## src/hw/rtl/assert_macros.svh

```systemverilog
// assertion helpers used by ccec_window
// each macro expects aclk and aresetn in scope
`ifndef ASSERT_MACROS_SVH
`define ASSERT_MACROS_SVH

// same-cycle implication
`define ASSERT_SAME(lbl, ante, cons, msg) \
    lbl: assert property (@(posedge aclk) disable iff (!aresetn) (ante) |-> (cons)) \
        else $error(msg);

// next-cycle implication
`define ASSERT_NEXT(lbl, ante, cons, msg) \
    lbl: assert property (@(posedge aclk) disable iff (!aresetn) (ante) |=> (cons)) \
        else $error(msg);

`endif

```

## src/hw/rtl/ccec_pkg.sv

```systemverilog
// ---------------------------------------------------------------------------
// ccec_pkg
// Shared types and constants of the current clamp event counter.
// ---------------------------------------------------------------------------
`timescale 1ns / 1ps
`default_nettype none

package ccec_pkg;

    // converter and datapath widths
    localparam int ADC_BITS   = 12;
    localparam int GAIN_W     = 24;
    localparam int CUR_W      = 28;
    localparam int CUR_FRAC_SH = 8;
    localparam int PROD_W     = 16 + GAIN_W;
    localparam int SUM_W      = 44;
    localparam int FILL_W     = 16;
    localparam int TIME_W     = 32;
    localparam int HOLD_W     = 16;
    localparam int CNT_W      = 32;
    localparam int CFG_IDX_W  = 3;
    localparam int CFG_DATA_W = 28;
    // fall level of 2.0 mA in q8 is 512 = n << 9
    localparam int FALL_SH    = 9;

    localparam logic [CUR_W-1:0] CUR_MAX = {CUR_W{1'b1}};

    typedef enum logic [1:0] {
        OP_SAMPLE = 2'd0,
        OP_FORCE  = 2'd1,
        OP_ACK    = 2'd2
    } op_e;

    typedef enum logic [CFG_IDX_W-1:0] {
        REG_ENABLED   = 3'd0,
        REG_MIN_CODE  = 3'd1,
        REG_GAIN      = 3'd2,
        REG_THRESHOLD = 3'd3,
        REG_WINDOW    = 3'd4,
        REG_HOLDOFF   = 3'd5
    } reg_idx_e;

    typedef struct packed {
        logic                enabled;
        logic [ADC_BITS-1:0] min_code;
        logic [GAIN_W-1:0]   gain;
        logic [CUR_W-1:0]    threshold;
        logic [FILL_W-1:0]   window_samples;
        logic [HOLD_W-1:0]   holdoff_ms;
    } cfg_t;

    typedef struct packed {
        logic [1:0]        op;
        logic [TIME_W-1:0] now_ms;
        logic [CUR_W-1:0]  cur;
    } item_t;

endpackage

`default_nettype wire

```

## src/hw/rtl/current_clamp_event_counter.sv

```systemverilog
// ---------------------------------------------------------------------------
// current_clamp_event_counter
// Clamps and scales adc samples to mA, averages them over windows and
// counts threshold events with fall detection and a millisecond holdoff.
//
// Usage:
//   - input channel s_*: op (sample, force count, acknowledge), adc_code and
//     now_ms; a word moves when s_valid and s_ready are both high
//   - result channel m_*: one word per input word, showing the state after
//     that input: current_q8, active, event_count, report_pending
//   - config port: cfg_we with cfg_index and cfg_wdata, one write per cycle,
//     issued only while no words are in flight
//   - a word passes the input register, then the result/state register;
//     one word per cycle sustained while m_ready is high, and the input
//     register and the result/state register each hold one word
//   - a stalled m_ready holds the result; the input register still takes
//     one more word, after which s_ready drops
//   - synchronous reset clears the pipeline, event count and window, sets
//     report pending and armed, and loads the register defaults
// ---------------------------------------------------------------------------
`timescale 1ns / 1ps
`default_nettype none

module current_clamp_event_counter (
    input  wire logic                             aclk,
    input  wire logic                             aresetn,
    input  wire logic                             cfg_we,
    input  wire logic [ccec_pkg::CFG_IDX_W-1:0]   cfg_index,
    input  wire logic [ccec_pkg::CFG_DATA_W-1:0]  cfg_wdata,
    input  wire logic                             s_valid,
    output logic                                  s_ready,
    input  wire logic [1:0]                       s_op,
    input  wire logic [ccec_pkg::ADC_BITS-1:0]    s_adc_code,
    input  wire logic [ccec_pkg::TIME_W-1:0]      s_now_ms,
    output logic                                  m_valid,
    input  wire logic                             m_ready,
    output logic [ccec_pkg::CUR_W-1:0]            m_current_q8,
    output logic                                  m_active,
    output logic [ccec_pkg::CNT_W-1:0]            m_event_count,
    output logic                                  m_report_pending
);
    import ccec_pkg::*;

    cfg_t  cfg;
    item_t s1_item;
    logic  s1_valid;
    logic  pass_ready;

    // register file
    ccec_cfg u_cfg (
        .aclk      (aclk),
        .aresetn   (aresetn),
        .cfg_we    (cfg_we),
        .cfg_index (cfg_index),
        .cfg_wdata (cfg_wdata),
        .cfg       (cfg)
    );

    // input register with conversion
    ccec_in_stage u_in (
        .aclk       (aclk),
        .aresetn    (aresetn),
        .cfg        (cfg),
        .s_valid    (s_valid),
        .s_ready    (s_ready),
        .s_op       (s_op),
        .s_adc_code (s_adc_code),
        .s_now_ms   (s_now_ms),
        .pass_ready (pass_ready),
        .s1_valid   (s1_valid),
        .s1_item    (s1_item)
    );

    // window decision and result register
    ccec_window u_win (
        .aclk             (aclk),
        .aresetn          (aresetn),
        .cfg              (cfg),
        .s1_valid         (s1_valid),
        .s1_item          (s1_item),
        .pass_ready       (pass_ready),
        .m_valid          (m_valid),
        .m_ready          (m_ready),
        .m_current_q8     (m_current_q8),
        .m_active         (m_active),
        .m_event_count    (m_event_count),
        .m_report_pending (m_report_pending)
    );

endmodule

`default_nettype wire

```

## src/hw/rtl/ccec_cfg.sv

```systemverilog
// ---------------------------------------------------------------------------
// ccec_cfg
// Configuration register file, written through a plain write port.
// ---------------------------------------------------------------------------
`timescale 1ns / 1ps
`default_nettype none

module ccec_cfg (
    input  wire logic                             aclk,
    input  wire logic                             aresetn,
    input  wire logic                             cfg_we,
    input  wire logic [ccec_pkg::CFG_IDX_W-1:0]   cfg_index,
    input  wire logic [ccec_pkg::CFG_DATA_W-1:0]  cfg_wdata,
    output ccec_pkg::cfg_t                        cfg
);
    import ccec_pkg::*;

    cfg_t cfg_reg;
    cfg_t cfg_next;

    // register decode
    always_comb begin
        cfg_next = cfg_reg;
        if (cfg_we) begin
            unique case (cfg_index)
                REG_ENABLED:   cfg_next.enabled        = cfg_wdata[0];
                REG_MIN_CODE:  cfg_next.min_code       = cfg_wdata[ADC_BITS-1:0];
                REG_GAIN:      cfg_next.gain           = cfg_wdata[GAIN_W-1:0];
                REG_THRESHOLD: cfg_next.threshold      = cfg_wdata[CUR_W-1:0];
                REG_WINDOW:    cfg_next.window_samples = cfg_wdata[FILL_W-1:0];
                REG_HOLDOFF:   cfg_next.holdoff_ms     = cfg_wdata[HOLD_W-1:0];
                default:       cfg_next = cfg_reg;
            endcase
        end
    end

    always_ff @(posedge aclk) begin
        if (!aresetn) begin
            cfg_reg <= '{enabled:        1'b0,
                         min_code:       '0,
                         gain:           '0,
                         threshold:      '0,
                         window_samples: FILL_W'(1),
                         holdoff_ms:     '0};
        end else begin
            cfg_reg <= cfg_next;
        end
    end

    assign cfg = cfg_reg;

endmodule

`default_nettype wire

```

## src/hw/rtl/ccec_in_stage.sv

```systemverilog
// ---------------------------------------------------------------------------
// ccec_in_stage
// Input register: clamps and scales the adc code to mA q8 on the way in.
// ---------------------------------------------------------------------------
`timescale 1ns / 1ps
`default_nettype none

module ccec_in_stage (
    input  wire logic                           aclk,
    input  wire logic                           aresetn,
    input  wire ccec_pkg::cfg_t                 cfg,
    input  wire logic                           s_valid,
    output logic                                s_ready,
    input  wire logic [1:0]                     s_op,
    input  wire logic [ccec_pkg::ADC_BITS-1:0]  s_adc_code,
    input  wire logic [ccec_pkg::TIME_W-1:0]    s_now_ms,
    input  wire logic                           pass_ready,
    output logic                                s1_valid,
    output ccec_pkg::item_t                     s1_item
);
    import ccec_pkg::*;

    logic                s1_valid_reg;
    logic                s1_valid_next;
    item_t               item_reg;
    logic [ADC_BITS-1:0] code_diff;
    logic [PROD_W-1:0]   prod;
    logic [CUR_W-1:0]    cur;

    // clamp at min_code and scale by gain
    always_comb begin
        code_diff = (s_adc_code < cfg.min_code) ? '0 : (s_adc_code - cfg.min_code);
        prod      = PROD_W'(code_diff) * PROD_W'(cfg.gain);
        cur       = (|prod[PROD_W-1:CUR_W+CUR_FRAC_SH]) ? CUR_MAX
                                                        : prod[CUR_W+CUR_FRAC_SH-1:CUR_FRAC_SH];
    end

    // stage handshake
    assign s_ready       = !s1_valid_reg || pass_ready;
    assign s1_valid_next = s_ready ? s_valid : s1_valid_reg;

    always_ff @(posedge aclk) begin
        if (!aresetn) begin
            s1_valid_reg <= 1'b0;
        end else begin
            s1_valid_reg <= s1_valid_next;
        end
    end

    // word capture
    always_ff @(posedge aclk) begin
        if (s_valid && s_ready) begin
            item_reg.op     <= s_op;
            item_reg.now_ms <= s_now_ms;
            item_reg.cur    <= cur;
        end
    end

    assign s1_valid = s1_valid_reg;
    assign s1_item  = item_reg;

endmodule

`default_nettype wire

```

## src/hw/rtl/ccec_window.sv

```systemverilog
// ---------------------------------------------------------------------------
// ccec_window
// Window accumulation, event decision with holdoff, and the result register.
// ---------------------------------------------------------------------------
`timescale 1ns / 1ps
`default_nettype none
`include "assert_macros.svh"

module ccec_window (
    input  wire logic                          aclk,
    input  wire logic                          aresetn,
    input  wire ccec_pkg::cfg_t                cfg,
    input  wire logic                          s1_valid,
    input  wire ccec_pkg::item_t               s1_item,
    output logic                               pass_ready,
    output logic                               m_valid,
    input  wire logic                          m_ready,
    output logic [ccec_pkg::CUR_W-1:0]         m_current_q8,
    output logic                               m_active,
    output logic [ccec_pkg::CNT_W-1:0]         m_event_count,
    output logic                               m_report_pending
);
    import ccec_pkg::*;

    // state doubles as the result register: it only moves with a new word
    logic              m_valid_reg;
    logic [SUM_W-1:0]  sum_reg,      sum_next;
    logic [FILL_W-1:0] fill_reg,     fill_next;
    logic [CUR_W-1:0]  current_reg,  current_next;
    logic              active_reg,   active_next;
    logic [CNT_W-1:0]  events_reg,   events_next;
    logic              pending_reg,  pending_next;
    logic              armed_reg,    armed_next;
    logic              fall_reg,     fall_next;
    logic [TIME_W-1:0] evt_time_reg, evt_time_next;

    logic              take;
    logic              sample;
    logic              armed_eff;
    logic [TIME_W-1:0] elapsed;
    logic [SUM_W-1:0]  sum_add;
    logic [FILL_W-1:0] fill_inc;
    logic              win_close;
    logic [SUM_W-1:0]  thr_prod;
    logic [SUM_W-1:0]  fall_lim;
    logic              hit;
    logic              armed_after;
    logic [CNT_W-1:0]  evt_inc;
    logic [CNT_W+SUM_W+CUR_W:0] state_tap;

    assign pass_ready = !m_valid_reg || m_ready;
    assign take       = s1_valid && pass_ready;
    assign sample     = take && (s1_item.op == OP_SAMPLE) && cfg.enabled;

    // holdoff re-arm check
    assign elapsed   = s1_item.now_ms - evt_time_reg;
    assign armed_eff = armed_reg
                    || (s1_item.now_ms < TIME_W'(cfg.holdoff_ms))
                    || (elapsed > TIME_W'(cfg.holdoff_ms));

    // window sum and exact average compares
    assign sum_add   = sum_reg + SUM_W'(s1_item.cur);
    assign fill_inc  = fill_reg + FILL_W'(1);
    assign win_close = (fill_inc >= cfg.window_samples) || (fill_inc == '0);
    assign thr_prod  = SUM_W'(cfg.threshold) * SUM_W'(fill_inc);
    assign fall_lim  = SUM_W'(fill_inc) << FALL_SH;
    assign hit       = (sum_add > thr_prod) && armed_eff && fall_reg;
    assign armed_after = hit ? 1'b0 : armed_eff;

    // next state
    always_comb begin
        sum_next      = sum_reg;
        fill_next     = fill_reg;
        current_next  = current_reg;
        active_next   = active_reg;
        events_next   = events_reg;
        pending_next  = pending_reg;
        armed_next    = armed_reg;
        fall_next     = fall_reg;
        evt_time_next = evt_time_reg;

        if (sample) begin
            current_next = s1_item.cur;
            armed_next   = armed_eff;
            if (win_close) begin
                active_next = hit;
                if (hit && !active_reg) begin
                    events_next  = events_reg + CNT_W'(1);
                    pending_next = 1'b1;
                end
                armed_next = armed_after;
                if (hit) begin
                    fall_next     = 1'b0;
                    evt_time_next = s1_item.now_ms;
                end
                if ((sum_add < fall_lim) && armed_after) begin
                    fall_next = 1'b1;
                end
                sum_next  = '0;
                fill_next = '0;
            end else begin
                sum_next  = sum_add;
                fill_next = fill_inc;
            end
        end else if (take && (s1_item.op == OP_FORCE)) begin
            events_next  = events_reg + CNT_W'(1);
            pending_next = 1'b1;
        end else if (take && (s1_item.op == OP_ACK) && cfg.enabled) begin
            pending_next = 1'b0;
        end
    end

    always_ff @(posedge aclk) begin
        if (!aresetn) begin
            m_valid_reg  <= 1'b0;
            sum_reg      <= '0;
            fill_reg     <= '0;
            current_reg  <= '0;
            active_reg   <= 1'b0;
            events_reg   <= '0;
            pending_reg  <= 1'b1;
            armed_reg    <= 1'b1;
            fall_reg     <= 1'b0;
            evt_time_reg <= '0;
        end else begin
            if (pass_ready) begin
                m_valid_reg <= s1_valid;
            end
            sum_reg      <= sum_next;
            fill_reg     <= fill_next;
            current_reg  <= current_next;
            active_reg   <= active_next;
            events_reg   <= events_next;
            pending_reg  <= pending_next;
            armed_reg    <= armed_next;
            fall_reg     <= fall_next;
            evt_time_reg <= evt_time_next;
        end
    end

    assign m_valid          = m_valid_reg;
    assign m_current_q8     = current_reg;
    assign m_active         = active_reg;
    assign m_event_count    = events_reg;
    assign m_report_pending = pending_reg;

    // checks
    assign evt_inc   = events_reg + CNT_W'(1);
    assign state_tap = {events_reg, sum_reg, current_reg, pending_reg};

    `ASSERT_SAME(a_evt_step, !$stable(events_reg), events_reg == $past(evt_inc), "count jumped")
    `ASSERT_SAME(a_evt_pend, !$stable(events_reg), pending_reg, "count change not reported")
    `ASSERT_NEXT(a_hold_stall, !take, $stable(state_tap), "state changed without a word")

endmodule

`default_nettype wire
```

## config.mk

```make
export PLATFORM = sky130hd
export DESIGN_NAME = current_clamp_event_counter
export DESIGN_NICKNAME = d
export VERILOG_FILES = /design/src/hw/rtl/ccec_pkg.sv /design/src/hw/rtl/current_clamp_event_counter.sv /design/src/hw/rtl/ccec_cfg.sv /design/src/hw/rtl/ccec_in_stage.sv /design/src/hw/rtl/ccec_window.sv
export VERILOG_INCLUDE_DIRS = /design/src /design/src/hw/rtl
export SDC_FILE = /design/constraint.sdc
export NUM_CORES = 2
export LEC_CHECK = 0
export ABC_AREA = 1
export BUFFER_PORTS_ARGS = -buffer_cell sky130_fd_sc_hd__buf_4
export CAP_MARGIN = 30
export CORE_MARGIN = 4
export CORE_UTILIZATION = 55
export CTS_CLUSTER_SIZE = 12
export DETAILED_ROUTE_END_ITERATION = 7
export PLACE_DENSITY_LB_ADDON = 0.3
export SETUP_SLACK_MARGIN = 0.3
export SYNTH_ARGS = -nofsm -noshare
export SYNTH_HDL_FRONTEND = slang
export SYNTH_SLANG_ARGS = --single-unit
```

## constraint.sdc

```tcl
create_clock -name aclk -period 9.78 [get_ports aclk]
set_clock_uncertainty 0.1 [all_clocks]
set_input_delay 0.489 -clock aclk [delete_from_list [all_inputs] [get_ports aclk]]
set_output_delay 0.489 -clock aclk [all_outputs]
set_load 0.05 [all_outputs]
```

==> tab_implementation.tex <==
\begin{tabular}{lr}
\hline
Metric & Value \\
\hline
\multicolumn{2}{l}{\textbf{Pwr}} \\
Sequential group share of total power & between 30 and 40\% \\
Internal Dissipation & 2.58 mW \\
Power dissipated by switching net loads & $\sim$1.3 mW \\
Worst vdd rail ir drop & between 0.1 and 0.15 mV \\
Areal power density over the cells & about 80 nW/um2 \\
Part of the total power dissipated in combinational logic & between 20\% and 30\% \\
Leak & approximately 23 nW \\
Clock network power share & 39.7\% \\
Net Sw Frac & 33.7\% \\
\multicolumn{2}{l}{\textbf{Worst setup path}} \\
Worst r2r path cells & 48 \\
CP Data Arrival Time & between 9 and 10 ns \\
FF-to-FF setup slack & about 0.61 ns \\
Launching instance or port of the critical path & u\_win.fill\_reg[1] \\
Required time of the critical path & just over 10 ns \\
Highest-delay cell along the critical path & sky130\_fd\_sc\_hd\_\_fa\_1 \\
Critical Path Source Type & flip-flop \\
Startpoint of the most critical register-to-register path & u\_win.fill\_reg[1] \\
Kind of capture point of the worst setup path & flip-flop \\
Critical Path Fanout Max & 32 \\
Slowest Stage Delay on Critical Path & between 0.6 and 0.7 ns \\
Crit Path Category & flip-flop to flip-flop \\
End of the worst register-to-register path & u\_win.m\_event\_count[31] \\
\multicolumn{2}{l}{\textbf{Finish}} \\
Finished layout cell area & 48,300 um2 \\
Fraction of layout instances using a drive strength above 1 & 7.94\% \\
Growth of design area from synthesis to finish & 11.0\% \\
Number of nets in the layout & roughly 7,100 \\
Count of inserted antenna diode cells & 0 \\
Number of flip-flops in the largest register & 97 \\
\multicolumn{2}{l}{\textbf{Synthesis}} \\
Gate count after technology mapping & about 5,900 \\
Area of the mapped netlist & about 43,000 um2 \\
Count of unique library cells instantiated by Yosys & 57 \\
Count of state elements after synthesis & between 300 and 400 \\
Post-Synthesis Mean Instance Area & 7.34 um2 \\
Synthesized netlist net count & slightly below 7,000 \\
Yosys warnings & 0 \\
Sequential fraction of the synthesis area & 16.0\% \\
\multicolumn{2}{l}{\textbf{Hold path}} \\
Hold wc startpoint & m\_ready \\
WHS Path Cells & 4 \\
Endpoint of the worst hold-timing path & u\_win.m\_valid \\
Type of the worst min-delay path & primary input to flip-flop \\
\multicolumn{2}{l}{\textbf{Floorplan}} \\
Core region area & about 78,000 um2 \\
Effective utilization at floorplan & roughly 56\% \\
Floorplan row count & just over 100 \\
I/O pin cnt & around 150 \\
Floorplan die area & around 84,000 um2 \\
Horiz. Die Dim & slightly below 300 um \\
Die extent in y & just under 300 um \\
\multicolumn{2}{l}{\textbf{Placement}} \\
Standard cell area after detailed placement & 45,800 um2 \\
HPWL after DPL & $\sim$110 mm \\
Routability congestion estimate from global placement & about 1 \\
Number of I/O port buffers & roughly 150 \\
\multicolumn{2}{l}{\textbf{Routing}} \\
Remaining number of nets flagged by the antenna check after routing & 0 \\
Average wire per standard cell & 19.5 um \\
DRC violation total after the first TritonRoute iteration & 3,821 \\
Via count of the routed design & between 30,000 and 40,000 \\
Drt pass-1 iters & 8 \\
Routed WL & $\sim$140 mm \\
Count of unresolved DRC violations after routing & 0 \\
Routed via count divided by cell count & approximately 5.6 \\
\multicolumn{2}{l}{\textbf{Clock network}} \\
Clock buffer count from CTS & 39 \\
Clock-pin transition on the worst setup and hold timing paths & about 0.060 ns \\
Root cell of the clock tree & sky130\_fd\_sc\_hd\_\_clkbuf\_16 \\
Clock buffer depth & 3 \\
Clk Latency, worst-skew pair & roughly 0.59 ns \\
H-tree levels & 2 \\
Clock tree sinks & 317 \\
CTS tree & done \\
\multicolumn{2}{l}{\textbf{STA}} \\
Final critical-path share of the clock period & $\sim$94\% \\
RSZ-0062 raised after global routing & false \\
Relative slew slack & roughly 40\% \\
Pins over their slew limit & 0 \\
Fin crit period & 9.17 ns \\
Minimum hold slack & 0.101 ns \\
Max frequency & 109 MHz \\
Total of endpoints with negative setup slack in the final report & 0 \\
Slew at the pin with the worst max-slew slack & about 0.89 ns \\
Number of failing hold endpoints at the final stage & 0 \\
\multicolumn{2}{l}{\textbf{Global route}} \\
Via count of the first global-routing pass & 38,300 \\
Overall routing resource usage & between 30 and 40\% \\
Largest net degree at the start of global routing & between 90 and 100 \\
Wire length of the first global-routing pass & 214 mm \\
Final global-route overflow total & 0 \\
Antenna violations before repair & 2 \\
\multicolumn{2}{l}{\textbf{Run status}} \\
Result of the run & finished, final reports clean \\
\multicolumn{2}{l}{\textbf{Flow run}} \\
Max Cap Viol & 0 \\
\hline
\end{tabular}
## worst max-delay path by stage
| stage | end | slack, ns | cells past startpoint |
|---|---|---|---|
| 2_1_floorplan | u_win.evt_time_reg[23] | 1.22 | 51 |
| 3_3_place_gp | u_win.evt_time_reg[1] | 0.06 | 42 |
| 3_5_place_dp | u_win.evt_time_reg[22] | -0.11 | 42 |
| 4_1_cts | u_win.evt_time_reg[22] | 0.27 | 46 |
| 5_1_grt | u_win.evt_time_reg[13] | 0.19 | 50 |
| 6_report | u_win.m_event_count[31] | 0.61 | 48 |
## synth_stat cells, drive strengths merged
cell | number | share of area, %
and3 | 5 | 0.072
a21oi | 424 | 5.0
o21bai | 7 | 0.12
ha | 366 | 11
o31ai | 2 | 0.035
and2 | 10 | 0.14
inv | 1164 | 10
a221oi | 1 | 0.020
fa | 584 | 27
o21a | 12 | 0.21
or4 | 1 | 0.017
xor2 | 95 | 1.9
nand2 | 1476 | 13
or2 | 11 | 0.16
a31oi | 18 | 0.26
a21o | 9 | 0.16
nor3b | 1 | 0.017
o211a | 3 | 0.069
buf | 58 | 0.70
edfxtp | 62 | 4.3
nand3 | 197 | 2.4
a21boi | 5 | 0.086
nand3b | 7 | 0.15
o211ai | 17 | 0.29
o21ai | 221 | 2.5
a2111oi | 1 | 0.020
xnor2 | 40 | 0.81
a22oi | 11 | 0.19
clkinv | 7 | 0.060
nor4 | 21 | 0.30
clkbuf | 140 | 1.2
nor3 | 75 | 0.97
dfxtp | 255 | 12
a31o | 1 | 0.020
o2111ai | 2 | 0.040
nand4 | 47 | 0.69
o22ai | 1 | 0.014
nor2 | 551 | 4.8
a211oi | 11 | 0.19
## power groups by stage
stage | combinational, mW | sequential [mW] | clock (mW)
final | 0.899 | 1.45 | 1.54
after global routing | 0.997 | 1.45 | 1.61
after CTS | 0.880 | 1.44 | 1.56
after detailed placement | 0.862 | 1.47 | 0
after global placement | 0.847 | 1.47 | 0
after floorplan | 0.594 | 1.44 | 0
## per-stage QoR
step / util [%] / total power, mW / TNS [ns] / std cells / setup WS [ns]
CTS: 61.0 / 3.89 / 0 / 7099 / 0.271
detailed placement: 58.8 / 2.33 / -0.990 / 6993 / -0.110
global placement: 58.7 / 2.32 / 0 / 6992 / 0.0632
global route: 62.0 / 4.06 / 0 / 7114 / 0.189
finish: 62.0 / 3.89 / 0 / 7114 / 0.610
floorplan: - / 2.03 / 0 / 5919 / 1.22
## layer usage
| metal | wire (um) | track usage, % | vias to the layer above | share of wire [%] |
|---|---|---|---|---|
| met5 | 0 | 0 | - | 0 |
| li1 | - | - | 18500 | - |
| met2 | 63100 | 52.3 | 1858 | 45 |
| met4 | 6800 | 13.7 | 0 | 4.9 |
| met3 | 12200 | 4.67 | 350 | 8.8 |
| met1 | 56700 | 45.2 | 19300 | 41 |
## cells by family after synthesis
kind of cell	share of synthesized area, %
xor+xnor	2.72
buf+inv	12.0
simple gates	22.6
flops	16.0
compound gates	9.23
fa+ha+maj	37.4
## layout by cell type (no fill, tap or decap), types with 10 or more instances in the layout
master | Yosys | routed
sky130_fd_sc_hd__a21oi_1 | 414 | 399
sky130_fd_sc_hd__a21oi_2 | 10 | 22
sky130_fd_sc_hd__a22oi_1 | 11 | 11
sky130_fd_sc_hd__a31oi_1 | 18 | 12
sky130_fd_sc_hd__and2_1 | 10 | 10
sky130_fd_sc_hd__buf_4 | 3 | 230
sky130_fd_sc_hd__clkbuf_16 | 0 | 41
sky130_fd_sc_hd__clkinv_1 | 7 | 11
sky130_fd_sc_hd__dfxtp_1 | 255 | 251
sky130_fd_sc_hd__dlygate4sd3_1 | 0 | 34
sky130_fd_sc_hd__edfxtp_1 | 62 | 62
sky130_fd_sc_hd__fa_1 | 584 | 580
sky130_fd_sc_hd__ha_1 | 366 | 350
sky130_fd_sc_hd__inv_1 | 1148 | 1143
sky130_fd_sc_hd__inv_2 | 15 | 12
sky130_fd_sc_hd__nand2_1 | 1464 | 1454
sky130_fd_sc_hd__nand2_2 | 9 | 17
sky130_fd_sc_hd__nand3_1 | 187 | 184
sky130_fd_sc_hd__nand3_2 | 10 | 13
sky130_fd_sc_hd__nand4_1 | 46 | 46
sky130_fd_sc_hd__nor2_1 | 546 | 530
sky130_fd_sc_hd__nor2_2 | 3 | 12
sky130_fd_sc_hd__nor3_1 | 68 | 68
sky130_fd_sc_hd__nor4_1 | 21 | 12
sky130_fd_sc_hd__o211ai_1 | 17 | 17
sky130_fd_sc_hd__o21a_1 | 12 | 12
sky130_fd_sc_hd__o21ai_0 | 219 | 213
sky130_fd_sc_hd__or2_2 | 10 | 10
sky130_fd_sc_hd__xnor2_1 | 40 | 40
sky130_fd_sc_hd__xor2_1 | 95 | 94
## worst max-delay path, delay by kind of cell, from the launching register on
family / cells / cell delay (ns)
buffers and inverters: 12 / 1.19
AO/OA/AOI/OAI: 4 / 0.63
XOR/XNOR: 1 / 0.09
flip-flops: 1 / 0.37
AND/OR/NAND/NOR: 22 / 2.55
adder cells (fa/ha/maj): 9 / 4.06
## timing repair
item | in CTS | in global routing
endpoints found under the setup margin | 67 | 68
setup buffers | 0 | 11
endpoints found under the hold margin | 34 | 0
hold buffers | 34 | 0
pin swaps | 0 | 17
resized for setup | 22 | 135
cloned | 0 | 3
## layout make-up
class                           instances  area (um2)
Fill cell                            7174       29600
Inverter                             1171        4440
Timing Repair Buffer                  281        2380
Multi-Input combinational cell       4233       31900
Clock buffer                           46        1020
Tap cell                             1040        1300
Sequential cell                       317        6970
Clock inverter                         26         300
Note: power is estimated with default switching activity, not from simulation.
